==> src/cdq_pkg.sv <==
package cdq_pkg;

	typedef enum logic [2:0] {
		FN_INS_FRONT = 3'd0,
		FN_INS_REAR  = 3'd1,
		FN_DEL_FRONT = 3'd2,
		FN_DEL_REAR  = 3'd3,
		FN_RD_FRONT  = 3'd4,
		FN_RD_REAR   = 3'd5
	} cdq_func_t;

	typedef enum logic [1:0] {
		ST_IDLE,
		ST_EXEC,
		ST_RESP
	} cdq_state_t;

	localparam logic [1:0] STAT_DONE  = 2'd0;
	localparam logic [1:0] STAT_FULL  = 2'd1;
	localparam logic [1:0] STAT_EMPTY = 2'd2;

	localparam logic REG_CAPACITY = 1'b0;

	typedef struct packed {
		logic load;
		logic exec;
		logic resp;
	} cdq_cmd_t;

endpackage

==> src/cdq_ram.sv <==
module cdq_ram #(
	parameter int WIDTH = 32,
	parameter int DEPTH = 16
) (
	input  logic                     clk,
	input  logic                     en,
	input  logic                     we,
	input  logic [$clog2(DEPTH)-1:0] addr,
	input  logic [WIDTH-1:0]         wdata,
	output logic [WIDTH-1:0]         rdata
);

	logic [WIDTH-1:0] mem [DEPTH];
	logic [WIDTH-1:0] rdata_q;

	always_ff @(posedge clk) begin
		if (en) begin
			if (we) begin
				mem[addr] <= wdata;
			end else begin
				rdata_q <= mem[addr];
			end
		end
	end

	assign rdata = rdata_q;

endmodule

==> src/cdq_ctrl.sv <==
module cdq_ctrl
	import cdq_pkg::*;
(
	input  logic     clk,
	input  logic     arst_n,
	input  logic     start,
	output cdq_cmd_t cmd,
	output logic     busy
);

	cdq_state_t state_q, state_d;

	always_ff @(posedge clk or negedge arst_n) begin
		if (!arst_n) begin
			state_q <= ST_IDLE;
		end else begin
			state_q <= state_d;
		end
	end

	always_comb begin
		state_d = state_q;
		unique case (state_q)
			ST_IDLE: begin
				if (start) state_d = ST_EXEC;
			end
			ST_EXEC: begin
				state_d = ST_RESP;
			end
			ST_RESP: begin
				state_d = start ? ST_EXEC : ST_IDLE;
			end
			default: begin
				state_d = ST_IDLE;
			end
		endcase
	end

	always_comb begin
		busy     = 1'b0;
		cmd.load = 1'b0;
		cmd.exec = 1'b0;
		cmd.resp = 1'b0;
		unique case (state_q)
			ST_IDLE: begin
				cmd.load = start;
			end
			ST_EXEC: begin
				busy     = 1'b1;
				cmd.exec = 1'b1;
			end
			ST_RESP: begin
				cmd.resp = 1'b1;
				cmd.load = start;
			end
			default: begin
				busy = 1'b0;
			end
		endcase
	end

endmodule

==> src/cdq_datapath.sv <==
module cdq_datapath
	import cdq_pkg::*;
#(
	parameter int DEPTH      = 16,
	parameter int DATA_WIDTH = 32,
	parameter int PTR_W      = $clog2(DEPTH),
	parameter int CNT_W      = $clog2(DEPTH + 1)
) (
	input  logic                  clk,
	input  logic                  arst_n,
	input  cdq_cmd_t              cmd,
	input  logic [2:0]            func,
	input  logic [DATA_WIDTH-1:0] element_in,
	input  logic [CNT_W-1:0]      cap,
	output logic [DATA_WIDTH-1:0] element_out,
	output logic [1:0]            status,
	output logic [CNT_W-1:0]      entries_held
);

	logic [2:0]            func_q;
	logic [DATA_WIDTH-1:0] elem_q;
	logic [PTR_W-1:0]      head_q, head_d;
	logic [PTR_W-1:0]      tail_q, tail_d;
	logic [CNT_W-1:0]      fill_q, fill_d;
	logic [1:0]            status_q, status_d;
	logic                  rd_ok_q, rd_ok_d;

	logic                  ram_en, ram_we;
	logic [PTR_W-1:0]      ram_addr;
	logic [DATA_WIDTH-1:0] ram_rdata;

	logic                  is_full, is_empty;
	logic [PTR_W-1:0]      cap_m1, head_prev, tail_prev, head_next, tail_next;

	assign is_full   = fill_q >= cap;
	assign is_empty  = fill_q == '0;
	assign cap_m1    = PTR_W'(cap - CNT_W'(1));
	assign head_prev = (head_q == '0) ? cap_m1 : head_q - PTR_W'(1);
	assign tail_prev = (tail_q == '0) ? cap_m1 : tail_q - PTR_W'(1);
	assign head_next = ((CNT_W'(head_q) + CNT_W'(1)) >= cap) ? '0 : head_q + PTR_W'(1);
	assign tail_next = ((CNT_W'(tail_q) + CNT_W'(1)) >= cap) ? '0 : tail_q + PTR_W'(1);

	// hold the request until the execute cycle
	always_ff @(posedge clk) begin
		if (cmd.load) begin
			func_q <= func;
			elem_q <= element_in;
		end
	end

	always_comb begin
		head_d   = head_q;
		tail_d   = tail_q;
		fill_d   = fill_q;
		status_d = STAT_DONE;
		rd_ok_d  = 1'b0;
		ram_en   = 1'b0;
		ram_we   = 1'b0;
		ram_addr = head_q;
		unique case (cdq_func_t'(func_q)) inside
			FN_INS_FRONT: begin
				if (is_full) begin
					status_d = STAT_FULL;
				end else begin
					head_d   = is_empty ? cap_m1 : head_prev;
					ram_en   = 1'b1;
					ram_we   = 1'b1;
					ram_addr = head_d;
					fill_d   = fill_q + CNT_W'(1);
				end
			end
			FN_INS_REAR: begin
				if (is_full) begin
					status_d = STAT_FULL;
				end else begin
					if (is_empty) head_d = '0;
					ram_en   = 1'b1;
					ram_we   = 1'b1;
					ram_addr = tail_q;
					tail_d   = tail_next;
					fill_d   = fill_q + CNT_W'(1);
				end
			end
			FN_DEL_FRONT, FN_DEL_REAR: begin
				if (is_empty) begin
					status_d = STAT_EMPTY;
				end else begin
					if (cdq_func_t'(func_q) == FN_DEL_FRONT) begin
						head_d = head_next;
					end else begin
						tail_d = tail_prev;
					end
					fill_d = fill_q - CNT_W'(1);
					// return both indices to the empty position
					if (fill_q == CNT_W'(1)) begin
						head_d = '0;
						tail_d = '0;
					end
				end
			end
			FN_RD_FRONT, FN_RD_REAR: begin
				if (is_empty) begin
					status_d = STAT_EMPTY;
				end else begin
					rd_ok_d  = 1'b1;
					ram_en   = 1'b1;
					ram_addr = (cdq_func_t'(func_q) == FN_RD_FRONT) ? head_q : tail_prev;
				end
			end
			default: begin
				status_d = STAT_DONE;
			end
		endcase
		if (!cmd.exec) begin
			ram_en = 1'b0;
		end
	end

	always_ff @(posedge clk or negedge arst_n) begin
		if (!arst_n) begin
			head_q   <= '0;
			tail_q   <= '0;
			fill_q   <= '0;
			status_q <= STAT_DONE;
			rd_ok_q  <= 1'b0;
		end else if (cmd.exec) begin
			head_q   <= head_d;
			tail_q   <= tail_d;
			fill_q   <= fill_d;
			status_q <= status_d;
			rd_ok_q  <= rd_ok_d;
		end
	end

	cdq_ram #(
		.WIDTH(DATA_WIDTH),
		.DEPTH(DEPTH)
	) u_ram (
		.clk  (clk),
		.en   (ram_en),
		.we   (ram_we),
		.addr (ram_addr),
		.wdata(elem_q),
		.rdata(ram_rdata)
	);

	assign element_out  = rd_ok_q ? ram_rdata : '0;
	assign status       = status_q;
	assign entries_held = fill_q;

`ifndef SYNTHESIS
	a_fill_le_cap: assert property (@(posedge clk) disable iff (!arst_n)
		fill_q <= cap)
		else $error("fill count above capacity");
	a_empty_idx: assert property (@(posedge clk) disable iff (!arst_n)
		(fill_q == '0) |-> (head_q == '0 && tail_q == '0))
		else $error("indices not parked while empty");
	a_fill_exec_only: assert property (@(posedge clk) disable iff (!arst_n)
		!cmd.exec |=> $stable(fill_q))
		else $error("fill count moved outside execute");
`endif

endmodule

==> src/circular_deque.sv <==
// Double-ended queue on a ring of DEPTH entries of DATA_WIDTH bits.
//
// Request channel: drive func and element_in with start high; the request
// transfers at the rising edge where start is high and busy is low. busy is
// high in the execute state that follows a transfer, while the request executes.
// Result channel: done is high for exactly one cycle, in the result state that
// follows the execute state, with element_out, status and entries_held. The
// receiver cannot stall; the result holds only until the next request executes.
// The execute cycle touches the single-port ring memory at most once; its registered
// read feeds the result cycle, and a new request may transfer during that
// result cycle.
// Configuration: APB register 0 (capacity_in_use, byte address 0). Writes
// land only while the queue is empty; of the low CNT_W bits, 0 is taken as 1
// and above DEPTH as DEPTH. pready is always high; reads return the capacity
// in use. Reset: queue empty, indices at zero, capacity min(16, DEPTH). Ring
// contents stay undefined until written; no read ever reaches such an entry.
module circular_deque
	import cdq_pkg::*;
#(
	parameter int DEPTH      = 16,
	parameter int DATA_WIDTH = 32
) (
	input  logic                         clk,
	input  logic                         arst_n,
	input  logic                         start,
	output logic                         busy,
	input  logic [2:0]                   func,
	input  logic signed [DATA_WIDTH-1:0] element_in,
	output logic                         done,
	output logic signed [DATA_WIDTH-1:0] element_out,
	output logic [1:0]                   status,
	output logic [$clog2(DEPTH+1)-1:0]   entries_held,
	input  logic                         psel,
	input  logic                         penable,
	input  logic                         pwrite,
	input  logic [2:0]                   paddr,
	input  logic [31:0]                  pwdata,
	output logic [31:0]                  prdata,
	output logic                         pready
);

	localparam int CNT_W = $clog2(DEPTH + 1);
	localparam logic [CNT_W-1:0] CAP_RST = CNT_W'((DEPTH < 16) ? DEPTH : 16);

	cdq_cmd_t         cmd;
	logic [CNT_W-1:0] cap_q;
	logic [CNT_W-1:0] cap_wr;
	logic             cfg_wr;
	logic             req_xfer;

	assign pready   = 1'b1;
	assign req_xfer = start && !busy;

	// clamp the written capacity to 1..DEPTH
	always_comb begin
		cap_wr = pwdata[CNT_W-1:0];
		if (cap_wr == '0) begin
			cap_wr = CNT_W'(1);
		end else if (cap_wr > CNT_W'(DEPTH)) begin
			cap_wr = CNT_W'(DEPTH);
		end
	end

	// drop capacity writes while the queue holds anything
	assign cfg_wr = psel && penable && pwrite && pready && (paddr[2] == REG_CAPACITY)
		&& (entries_held == '0);

	always_ff @(posedge clk or negedge arst_n) begin
		if (!arst_n) begin
			cap_q <= CAP_RST;
		end else if (cfg_wr) begin
			cap_q <= cap_wr;
		end
	end

	assign prdata = (paddr[2] == REG_CAPACITY) ? {{(32 - CNT_W){1'b0}}, cap_q} : '0;

	cdq_ctrl u_ctrl (
		.clk   (clk),
		.arst_n(arst_n),
		.start (start),
		.cmd   (cmd),
		.busy  (busy)
	);

	cdq_datapath #(
		.DEPTH     (DEPTH),
		.DATA_WIDTH(DATA_WIDTH)
	) u_dp (
		.clk         (clk),
		.arst_n      (arst_n),
		.cmd         (cmd),
		.func        (func),
		.element_in  (element_in),
		.cap         (cap_q),
		.element_out (element_out),
		.status      (status),
		.entries_held(entries_held)
	);

	assign done = cmd.resp;

`ifndef SYNTHESIS
	a_done_after_xfer: assert property (@(posedge clk) disable iff (!arst_n)
		done |-> $past(req_xfer, 2))
		else $error("result without a request transfer two cycles earlier");
`endif

endmodule
==> config.mk <==
export PLATFORM = sky130hd
export DESIGN_NAME = circular_deque
export DESIGN_NICKNAME = d
export VERILOG_FILES = /design/src/cdq_pkg.sv /design/src/cdq_ram.sv /design/src/cdq_ctrl.sv /design/src/cdq_datapath.sv /design/src/circular_deque.sv
export SDC_FILE = /design/constraint.sdc
export NUM_CORES = 1
export LEC_CHECK = 0
export BUFFER_PORTS_ARGS = -buffer_cell sky130_fd_sc_hd__buf_2
export CORE_AREA = 2 2 203 205
export CTS_CLUSTER_SIZE = 30
export DETAILED_ROUTE_END_ITERATION = 10
export DIE_AREA = 0 0 205 207
export GPL_ROUTABILITY_DRIVEN = 0
export PLACE_DENSITY = 0.82
export SLEW_MARGIN = 20
export SYNTH_ARGS = -nofsm -noshare
export SYNTH_HDL_FRONTEND = slang
export SYNTH_SLANG_ARGS = --single-unit
==> constraint.sdc <==
create_clock -name clk -period 12.33 [get_ports clk]
set_input_delay 1.8495 -clock clk [delete_from_list [all_inputs] [get_ports clk]]
set_output_delay 1.8495 -clock clk [all_outputs]
set_load 0.02 [all_outputs]
**After elaboration in Yosys (flattened, before gate mapping)**

Memories as Yosys holds them, arrays and structs flattened. A register that Yosys moved wholly into a read port is not among the register bits.
Cells that the tools add are included.

- Bits in registers: 58
- Memory bits (writable): 512
- Input port bits: 76
- Output and inout bits: 74
- Word-level logic and storage cells: 108
- Memories: 1

- Add/sub/neg operators: 9
- $lt $le $gt $ge: 4
- Eq/ne operators: 15
- Mux-type cells: 46
- Bitwise logic cells: 2
- Reductions and logical operators: 22

Memories:

| name | depth | width | rd ports | clocked after Yosys merged registers in | wr ports | line | RTL |
|---|---|---|---|---|---|---|---|
| u_dp.u_ram.mem | 16 | 32 | 1 | 1 | 1 | cdq_ram.sv:13 | `logic [WIDTH-1:0] mem [DEPTH];` |

Operators by type and width:

| cell | number |
|---|---|
| $mux 4 | 18 |
| $mux 32 | 1 |
| $mux 5 | 5 |
| $pmux 4 s3 | 2 |
| $ge 5x5->1 | 3 |
| $mux 1 | 13 |
| $sub 4x1->4 const B | 3 |
| $add 4x1->5 const B | 2 |
| $logic_not 5->1 | 2 |
| $pmux 5 s2 | 1 |
| $add 4x1->4 const B | 2 |
| $logic_not 4->1 | 2 |
| $ne 2x2->1 const B | 4 |
| $pmux 4 s2 | 1 |
| $reduce_or 2->1 | 4 |
| $eq 3x2->1 const B | 2 |
| $eq 3x3->1 const B | 2 |
| $pmux 2 s3 | 1 |
| $reduce_and 6->1 | 1 |
| $add 5x1->5 const B | 1 |
| $eq 5x1->1 const B | 1 |
| $gt 5x5->1 const B | 1 |
| $reduce_and 5->1 | 1 |
| $sub 5x1->5 const B | 1 |
| other kinds (18) | 24 |

**Logic depth before layout (Yosys ltp)**

Gate-level depths: netlist of the first run.

- Word-level depth: 7
- Depth in mapped cells: 14
- Mapped depth without buffers: 11

**Modules after synthesis**

From an unflattened synthesis of the first run, not the netlist that was laid out.

- Cell total of the unflattened synthesis: 1210
- Area, all modules: 24001.8 µm²

Modules (own cells, without submodules):

| module | instances | cells an instance | area each (µm²) | sequential area each (µm²) |
|---|---|---|---|---|
| cdq_ram | 1 | 844 | 20216.9 | 16335.7 |
| cdq_datapath | 1 | 304 | 3178.0 | 1451.4 |
| circular_deque | 1 | 54 | 516.7 | 126.4 |
| cdq_ctrl | 1 | 8 | 90.1 | 50.0 |

**Least setup slack after synthesis of the first run**

Ideal clock, no wire load.

- Path type: reg-to-reg
- Start: register u_dp.fill_q[0], in the netlist u_dp.entries_held[0]
- End: memory u_dp.u_ram.mem[3][0], enable pin
- Setup time: 0.502 ns
- Data arrival time: 5.865 ns
- Required time: 11.828 ns
- Setup slack: 5.963 ns
- Cell stages (with the launch flop): 13
- Buffers on the path: 3
- Clock period less this slack: 6.367 ns
- Cells stage by stage: dfrtp_1 inv_1 ha_1 nor2b_1 o21ai_1 a21oi_1 buf_2 o2bb2ai_1 nor2_1 o41a_1 buf_2 clkbuf_1 nor4_1

- Word-level cells in the longest chain between the ends: 6
- Elaborated cells on any way between the ends: 15
- Classes of those cells: order compare (1); mux (13); reduce/logical (1)

Ends and longest elaborated chain:

| element | line | RTL |
|---|---|---|
| start: declaration | cdq_datapath.sv:24 | `logic [CNT_W-1:0] fill_q, fill_d;` |
| start signal: assignment | cdq_datapath.sv:129 | `fill_q <= fill_d;` |
| $ge 5x5->1 / $logic_not 5->1 (equally long branches) | cdq_datapath.sv:35, cdq_datapath.sv:36 |  |
| $mux 1 (on tied branches) | cdq_datapath.sv:62, cdq_datapath.sv:73, cdq_datapath.sv:102 |  |
| $pmux 1 s2 / $mux 1 (equally long branches) | n/a |  |
| $mux 1 (on tied branches) | cdq_datapath.sv:114, cdq_ram.sv:18 |  |
| $mux 1 | cdq_ram.sv:17 | `if (en) begin` |
| $mux 1 (implied by the code) | cdq_ram.sv:19 | `mem[addr] <= wdata;` |
| end: declaration | cdq_ram.sv:13 |  |

Several ways; a longest one is shown, not always the timed one.

**Final worst setup path of the first run**

- Start: register u_dp.fill_q[2], in the netlist u_dp.entries_held[2]
- End: register u_dp.u_ram.rdata_q[5], in the netlist u_dp.u_ram.rdata[5], read port of u_dp.u_ram.mem (data pin)

- Word-level cells in the longest chain between the ends: 5
- Elaborated cells on any way between the ends: 14
- Classes of those cells: order compare (1); mux (10); bitwise (1); reduce/logical (2)

Ends and longest elaborated chain:

| element | line | RTL |
|---|---|---|
| $ge 5x5->1 / $logic_not 5->1 (equally long branches) | cdq_datapath.sv:35, cdq_datapath.sv:36 |  |
| $mux 1 (on tied branches) | cdq_datapath.sv:62, cdq_datapath.sv:73, cdq_datapath.sv:102 |  |
| $pmux 1 s2 / $mux 1 (equally long branches) | n/a |  |
| $mux 1 / $not 1->1 (equally long branches) | n/a |  |
| $reduce_and 2->1 (no line) | n/a |  |
| end: declaration | cdq_ram.sv:14 | `logic [WIDTH-1:0] rdata_q;` |

Several ways; a longest one is shown, not always the timed one.
A chain may end at the register's enable or synchronous reset.

==> results of run 1 <==
## cell usage after synthesis, types with 5 or more instances
cell and count:
sky130_fd_sc_hd__edfxtp_1 579, sky130_fd_sc_hd__a21o_1 133, sky130_fd_sc_hd__nand3_1 70, sky130_fd_sc_hd__a211oi_1 69, sky130_fd_sc_hd__a222oi_1 64, sky130_fd_sc_hd__a22o_1 64
sky130_fd_sc_hd__buf_2 50, sky130_fd_sc_hd__clkbuf_1 38, sky130_fd_sc_hd__buf_4 36, sky130_fd_sc_hd__and2_1 35, sky130_fd_sc_hd__nor2_1 35, sky130_fd_sc_hd__o311ai_1 32
sky130_fd_sc_hd__nand2_1 31, sky130_fd_sc_hd__o21ai_0 25, sky130_fd_sc_hd__ha_1 24, sky130_fd_sc_hd__dfrtp_1 22, sky130_fd_sc_hd__inv_1 18, sky130_fd_sc_hd__a21oi_1 12
sky130_fd_sc_hd__nor3_1 11, sky130_fd_sc_hd__nor2b_1 10, sky130_fd_sc_hd__nand2b_1 9, sky130_fd_sc_hd__mux2i_1 7, sky130_fd_sc_hd__xor2_1 6, sky130_fd_sc_hd__and3_1 5
sky130_fd_sc_hd__xnor2_1 5
## logic make-up after synthesis
group / after synthesis
flops: 602
compound gates: 434
simple gates: 226
buf+inv: 143
fa+ha+maj: 24
xor+xnor: 11
mux: 10
other cells: 2
## how the worst max path moves through the flow
stage / from / endpoint / slack (ps) / cells past startpoint
global route: u_dp.entries_held[2] / u_dp.u_ram.rdata[5] / 6370 / 11
finish: u_dp.entries_held[2] / u_dp.u_ram.rdata[5] / 6620 / 11
detailed placement: u_dp.entries_held[2] / u_dp.u_ram.rdata[5] / 6750 / 11
CTS: u_dp.entries_held[2] / u_dp.u_ram.rdata[5] / 6720 / 11
floorplan: u_dp.entries_held[0] / u_dp.u_ram.mem[3][0] / 5960 / 12
global placement: u_dp.entries_held[2] / u_dp.u_ram.rdata[5] / 6990 / 11
## through the flow
stage / util [%] / total power [mW]
floorplan: - / 3.526
global placement: 61.55 / 3.890
detailed placement: 61.55 / 3.943
CTS: 65.86 / 5.567
global route: 65.89 / 5.788
finish: 65.89 / 5.564
## placed cells by master, fill, tap and decap left out, types with 31 or more instances in the layout
cell                        instances
sky130_fd_sc_hd__a211oi_1          69
sky130_fd_sc_hd__nand2_1           31
sky130_fd_sc_hd__a21o_1           132
sky130_fd_sc_hd__and2_1            34
sky130_fd_sc_hd__o311ai_1          32
sky130_fd_sc_hd__a222oi_1          64
sky130_fd_sc_hd__nand3_1           70
sky130_fd_sc_hd__clkbuf_16         56
sky130_fd_sc_hd__a22o_1            64
sky130_fd_sc_hd__buf_4             32
sky130_fd_sc_hd__buf_2             92
sky130_fd_sc_hd__edfxtp_1         579
## report_power, final
part	internal (mW)	leakage [nW]	total [mW]	switching [mW]
sequential	2.35	5.51	2.45	0.0994
clock	0.915	0.837	1.63	0.716
combinational	0.527	2.76	1.49	0.961
total	3.79	9.10	5.56	1.78
## registers in the layout, indices dropped and copies added (netlist names)
register           count
u_dp.func_q            3
u_dp.rd_ok_q           1
u_dp.tail_q            4
u_ctrl.state_q         2
u_dp.entries_held      5
u_dp.elem_q           32
u_dp.head_q            4
u_dp.u_ram.mem       512
u_dp.u_ram.rdata      32
u_dp.status            2
cap_q                  5
## per-layer routing
| metal | vias to the layer above | routed length, um |
|---|---|---|
| met1 | 6895 | 20450 |
| li1 | 6019 | - |
| met4 | 0 | 1826 |
| met2 | 922 | 26260 |
| met3 | 146 | 5570 |
| met5 | - | 0 |
## layout make-up
class                      count  area, sq um  area share [%]
tap                          532        665.6           2.503
sequential                   602        17960           67.54
inverter                      18        67.56          0.2540
timing repair buffer         124        700.7           2.634
multi-input combinational    733         5464           20.54
clock buffer                  63         1428           5.367
clock inverter                36        309.0           1.162
## worst reg2reg max path: stages, from the launching register on
cell and delay, ps:
sky130_fd_sc_hd__dfrtp_1 560, sky130_fd_sc_hd__ha_1 320, sky130_fd_sc_hd__a21oi_1 220, sky130_fd_sc_hd__o21ai_1 190, sky130_fd_sc_hd__a21oi_1 810, sky130_fd_sc_hd__mux2i_1 340
sky130_fd_sc_hd__o221ai_1 270, sky130_fd_sc_hd__a22oi_2 240, sky130_fd_sc_hd__buf_4 720, sky130_fd_sc_hd__and2_4 940, sky130_fd_sc_hd__a211oi_1 240, sky130_fd_sc_hd__o311ai_1 580
==> summary.md, run 1 <==
• **Max Fclk** 175.2 MHz
• **total number of nets in the final design** 1634
• **Synth cell types** 61
• **post-synthesis simple-gate area fraction** 5.015%
• **Seq/Total Area, Yosys** 75.16%
• **placed cell count** 2009
• **leading cell types by total area after synthesis** sky130_fd_sc_hd__edfxtp_1, sky130_fd_sc_hd__a21o_1, sky130_fd_sc_hd__a222oi_1, sky130_fd_sc_hd__a22o_1, sky130_fd_sc_hd__dfrtp_1
• **number of antenna diodes** 0
• **post-synthesis mux area share** 0.4345%
• **type of origin of the critical path** flip-flop
• **global routing usage on met3** 5.145%
• **count of pins over their slew limit** 0
• **critical register-to-register path startpoint** u_dp.entries_held[2]
• **busiest layer in global routing** met2
• **mean area per synthesized cell** 16.46 sq um
• **highest-delay cell along the critical path** sky130_fd_sc_hd__and2_4
• **endpoint type of the worst setup path** flip-flop
• **total number of clock tree sinks** 602
• **most numerous cell on the critical path** sky130_fd_sc_hd__a21oi_1
• **source-to-sink clock delay at the later pin of the worst-skew pair** 600 ps
• **number of global-route vias before repair** 13980
• **area of the core** 40370 sq um
• **number of synthesis warnings** 0
• **TritonRoute pass-1 iters** 9
• **Total Die Area** 42440 sq um
• **area share of the largest cell type after synthesis** 72.74%
• **global-route wire length before repair** 81.31 mm
• **TritonCTS clock tree** done
• **buffers plus inverters on the worst setup path** 1
• **Via Count** 13980
• **number of stages on the worst hold path** 2
• **placed inst area** 24850 sq um
• **kind of path behind the tightest hold check** reg -> reg
• **Syn Inst Count** 1452
• **Worst Setup Slack post-DPL** 6749 ps
• **library cell with the largest summed area after synthesis** sky130_fd_sc_hd__edfxtp_1
• **number of rows created at floorplan** 74
• **H-Tree Depth** 2
• **layout cells sized above 1** 15.36%
• **Final Cell Area** 26600 sq um
• **setup violators final** 0
• **Die Y-Extent** 207 um
• **worst flop-to-flop path endpoint** u_dp.u_ram.rdata[5]
• **worst-case hold path end point** u_dp.status[1]
• **hold-fix buffers at CTS** 0
• **post-CTS setup buffers** 0
• **met2 track utilization from global routing** 41.38%
• **Pwr Density** 209.2 nW/um^2
• **area growth from synthesis to layout** 11.28%
• **count of buffers from port buffering** 92
• **maximum clock path buffer count** 3
• **async set-or-reset flop fraction in the synthesized netlist** 3.821%
• **endpoints failing hold** 0
• **Tightest Pin Transition** 1114 ps
• **Clock Skew** 11.11 ps
• **worst-case register-to-register setup slack** 6620 ps
• **longest individual stage delay on the worst path** 910 ps
• **total negative setup slack** 0 ps
• **class of the most critical setup path** reg -> reg
• **cell at the root of the clock tree** sky130_fd_sc_hd__clkbuf_16
• **leakage power total** 9.101 nW
• **number of cell instances on the worst register-to-register path** 11
• **Post-route DRC** 0
• **CP Cell Sequence** ha_1, a21oi_1, o21ai_1, a21oi_1, mux2i_1, o221ai_1, a22oi_2, buf_4, and2_4, a211oi_1, o311ai_1
• **fraction of synthesized cell area in xor and xnor cells** 0.4031%
• **die outline width** 205 um
• **Top delay family on crit path** compound AO/OA/AOI/OAI gates
• **total congestion overflow** 0
• **count of nets left with antenna violations after detail routing** 0
• **Starting DRT DRC Count** 2105
• **number of buffers added by the clock tree synthesis step** 55
• **Max-slew headroom** 25.74%
• **final worst-path setup slack** 6622 ps
• **data arrival time of the worst path** 6030 ps
• **main combinational cell family by area after synthesis** compound AO/OA/AOI/OAI gates
• **#FFs+latches synth** 602
• **number of enable flip-flop cells after synthesis** 579
• **number of vias per cell after detailed routing** 6.633
• **Worst IR Drop VDD** 0.1523 mV
• **cell area after synthesis** 23900 sq um
• **required time of the critical path** 12650 ps
• **number of antenna violations at the first check in global routing** 0
• **largest net degree at the start of global routing** 89
• **cts repair resizes** 0
• **detailed-placement wirelength estimate** 27.99 mm
• **adder and majority gate portion of the synthesized area** 1.256%
• **final non-filler cell total** 2108
• **result of the run** complete, no violations
• **Critical Path Fanout Max** 66
• **count of maximum capacitance violations** 0
• **fin crit share** 46.29%
• **number of top-level design ports** 150
• **GRT Util Overall** 25.55%
• **met1 demand-to-capacity share in global routing** 34.31%
• **final-layout fill cell count** 2679
• **hold slack final** 484.1 ps
• **Hold Startpoint** u_dp.status[1]
• **routed len/inst** 25.67 um
• **initial core utilization** 59.21%
• **unrepaired setup endpoints after global routing** false
• **final critical path time including I/O delays and setup** 5708 ps
• **Main synth FF type** sky130_fd_sc_hd__edfxtp_1
• **Clock transition at path regs** 60 ps
• **final routed wirelength across all metal layers** 54.11 mm
• **fraction of the mapped netlist area in compound gates** 14.63%
Power figures use the tool's default switching activity.
==> run 2: changes to the inputs <==
CORE_AREA = 2 2 214 216   (was 2 2 203 205)
DIE_AREA = 0 0 216 218   (was 0 0 205 207)
PLACE_DENSITY = 0.78   (was 0.82)
clock period = 5.1 ns   (was 12.33 ns; I/O delays follow)
==> run 2 against run 1 <==
  * Worst hold slack got worse by 350 ps
  * Count of clock-buffer cells in the layout rose by 8
  * Routed wire length rose by 2.6%
  * Non-clock buffer count rose by 16
  * Maximum frequency rose by 27%
  * Global-route usage fell by 2.1 points
  * Worst setup slack got worse by 6000 ps
  * Sequential share of layout area fell by 0.97 points
  * Combinational power rose by 150%
  * Clock power rose by 150%
  * Core utilization fell by 5.8 points
  * Register-to-register slack got worse by 6000 ps
  * Largest cell class unchanged
  * Largest power group unchanged
==> summary.md, run 2 (synthesis results as in run 1) <==
• **class of the most critical setup path** reg -> reg
• **Final Cell Area** 26990 sq um
• **buffers plus inverters on the worst setup path** 2
• **number of vias per cell after detailed routing** 6.403
• **Critical Path Fanout Max** 40
• **count of buffers from port buffering** 92
• **GRT Util Overall** 23.44%
• **commonest non-fill, non-tap cells in the layout** sky130_fd_sc_hd__edfxtp_1, sky130_fd_sc_hd__a21o_1, sky130_fd_sc_hd__buf_2, sky130_fd_sc_hd__nand3_1, sky130_fd_sc_hd__a211oi_1
• **area of the core** 44890 sq um
• **setup violators final** 0
• **CP Cell Sequence** inv_1, ha_1, or4b_1, and2_4, a31oi_1, and3_1, a21o_2, and2_2, buf_4, a211oi_1, o311ai_1
• **Clock transition at path regs** 60 ps
• **Die Y-Extent** 218 um
• **register share of total power** 43.3%
• **detailed-placement wirelength estimate** 30.34 mm
• **H-Tree Depth** 2
• **count of pins over their slew limit** 0
• **Pwr Density** 505.4 nW/um^2
• **maximum clock path buffer count** 3
• **number of flip-flops under the largest register name** 512
• **total negative setup slack** 0 ps
• **required time of the critical path** 5430 ps
• **Internal Pwr Total** 9.246 mW
• **total number of clock tree sinks** 602
• **die outline width** 216 um
• **kind of path behind the tightest hold check** in -> async
• **Via Count** 14090
• **Max Fclk** 221.7 MHz
• **number of rows created at floorplan** 78
• **Clock Skew** 31.64 ps
• **data arrival time of the worst path** 4840 ps
• **number of global-route vias before repair** 13780
• **total congestion overflow** 0
• **Top delay family on crit path** compound AO/OA/AOI/OAI gates
• **placed inst area** 25190 sq um
• **final design utilization** 60.11%
• **total number of nets in the final design** 1653
• **cell at the root of the clock tree** sky130_fd_sc_hd__clkbuf_16
• **leakage power total** 9.254 nW
• **Tightest Pin Transition** 871.8 ps
• **switching share of power** 32.22%
• **hold slack final** 129.6 ps
• **TritonRoute pass-1 iters** 7
• **largest net degree at the start of global routing** 129
• **placed cell count** 2092
• **final routed wirelength across all metal layers** 55.53 mm
• **Total Die Area** 47090 sq um
• **endpoints failing hold** 0
• **area growth from synthesis to layout** 12.90%
• **number of top-level design ports** 150
• **number of antenna violations at the first check in global routing** 0
• **global-route wire length before repair** 83.15 mm
• **final worst-path setup slack** 588.7 ps
• **Worst Setup Slack post-DPL** 636.9 ps
• **final critical path time including I/O delays and setup** 4511 ps
• **Net Switching** 4.394 mW
• **unrepaired setup endpoints after global routing** false
• **Worst IR Drop VDD** 0.3511 mV
• **final non-filler cell total** 2201
• **type of origin of the critical path** flip-flop
• **total power consumption of the routed design** 13.64 mW
• **register with the highest flop count** u_dp.u_ram.mem
• **Starting DRT DRC Count** 1861
• **routed len/inst** 25.23 um
• **fin crit share** 88.46%
• **cts repair resizes** 0
• **source-to-sink clock delay at the later pin of the worst-skew pair** 620 ps
• **number of buffers added by the clock tree synthesis step** 58
• **commonest non-fill, non-tap cell in the layout** sky130_fd_sc_hd__edfxtp_1
• **highest-delay cell along the critical path** sky130_fd_sc_hd__or4b_1
• **initial core utilization** 53.24%
• **sequential cell area** 17960 sq um
• **Gate power share** 27.2%
• **Post-route DRC** 0
• **number of antenna diodes** 0
• **count of nets left with antenna violations after detail routing** 0
• **endpoint type of the worst setup path** flip-flop
• **final-layout fill cell count** 3219
• **TritonCTS clock tree** done
• **multi-input logic area** 5489 sq um
• **clock share of power** 29.5%
• **post-CTS setup buffers** 0
• **result of the run** complete, no violations
• **Max-slew headroom** 41.69%
• **longest individual stage delay on the worst path** 600 ps
• **hold-fix buffers at CTS** 0
• **layout cells sized above 1** 16.36%
• **count of maximum capacitance violations** 0
-- run 2: power by group through the flow --
stage | Clock [mW] | Combinational (mW) | Sequential [mW]
2_1_floorplan | 0 | 2.62 | 5.91
3_3_place_gp | 0 | 3.56 | 6.00
3_5_place_dp | 0 | 3.66 | 6.01
4_1_cts | 4.07 | 3.69 | 5.91
5_1_grt | 4.26 | 4.00 | 5.94
6_report | 4.02 | 3.71 | 5.91
-- run 2: routing by layer --
metal | track usage, % | wire length, um
met1 | 30.91 | 21410
met2 | 38.83 | 27240
met3 | 5.411 | 5459
met4 | 7.626 | 1425
met5 | 0 | 0
-- run 2: worst register-to-register path, delay by kind of cell (launching register included) --
kind | cells | cell delay [ps]
AOI/OAI and AO/OA | 4 | 1580
and+or+nand+nor | 4 | 1390
buffers and inverters | 2 | 620
DFF | 1 | 450
adders and majority gates | 1 | 190
-- run 2: final timing paths --
check	startpoint	to	slack (ps)	cells past startpoint
worst max-delay path	u_dp.entries_held[1]	u_dp.u_ram.rdata[20]	590	11
worst min-delay path	arst_n	cap_q[0]	130	1
worst max register to register	u_dp.entries_held[1]	u_dp.u_ram.rdata[20]	590	11
worst min register to register	u_dp.status[0]	u_dp.status[0]	490	2
max in group asynchronous	arst_n	u_dp.head_q[3]	4590	1
min in group clk	element_in[8]	u_dp.elem_q[8]	320	1
-- run 2: final cells by class --
type	instances	area share, %
inverter	18	0.2504
timing repair buffer	140	3.487
clock inverter	37	1.015
clock buffer	71	5.559
tap	600	2.782
multi-input combinational	733	20.34
sequential	602	66.57
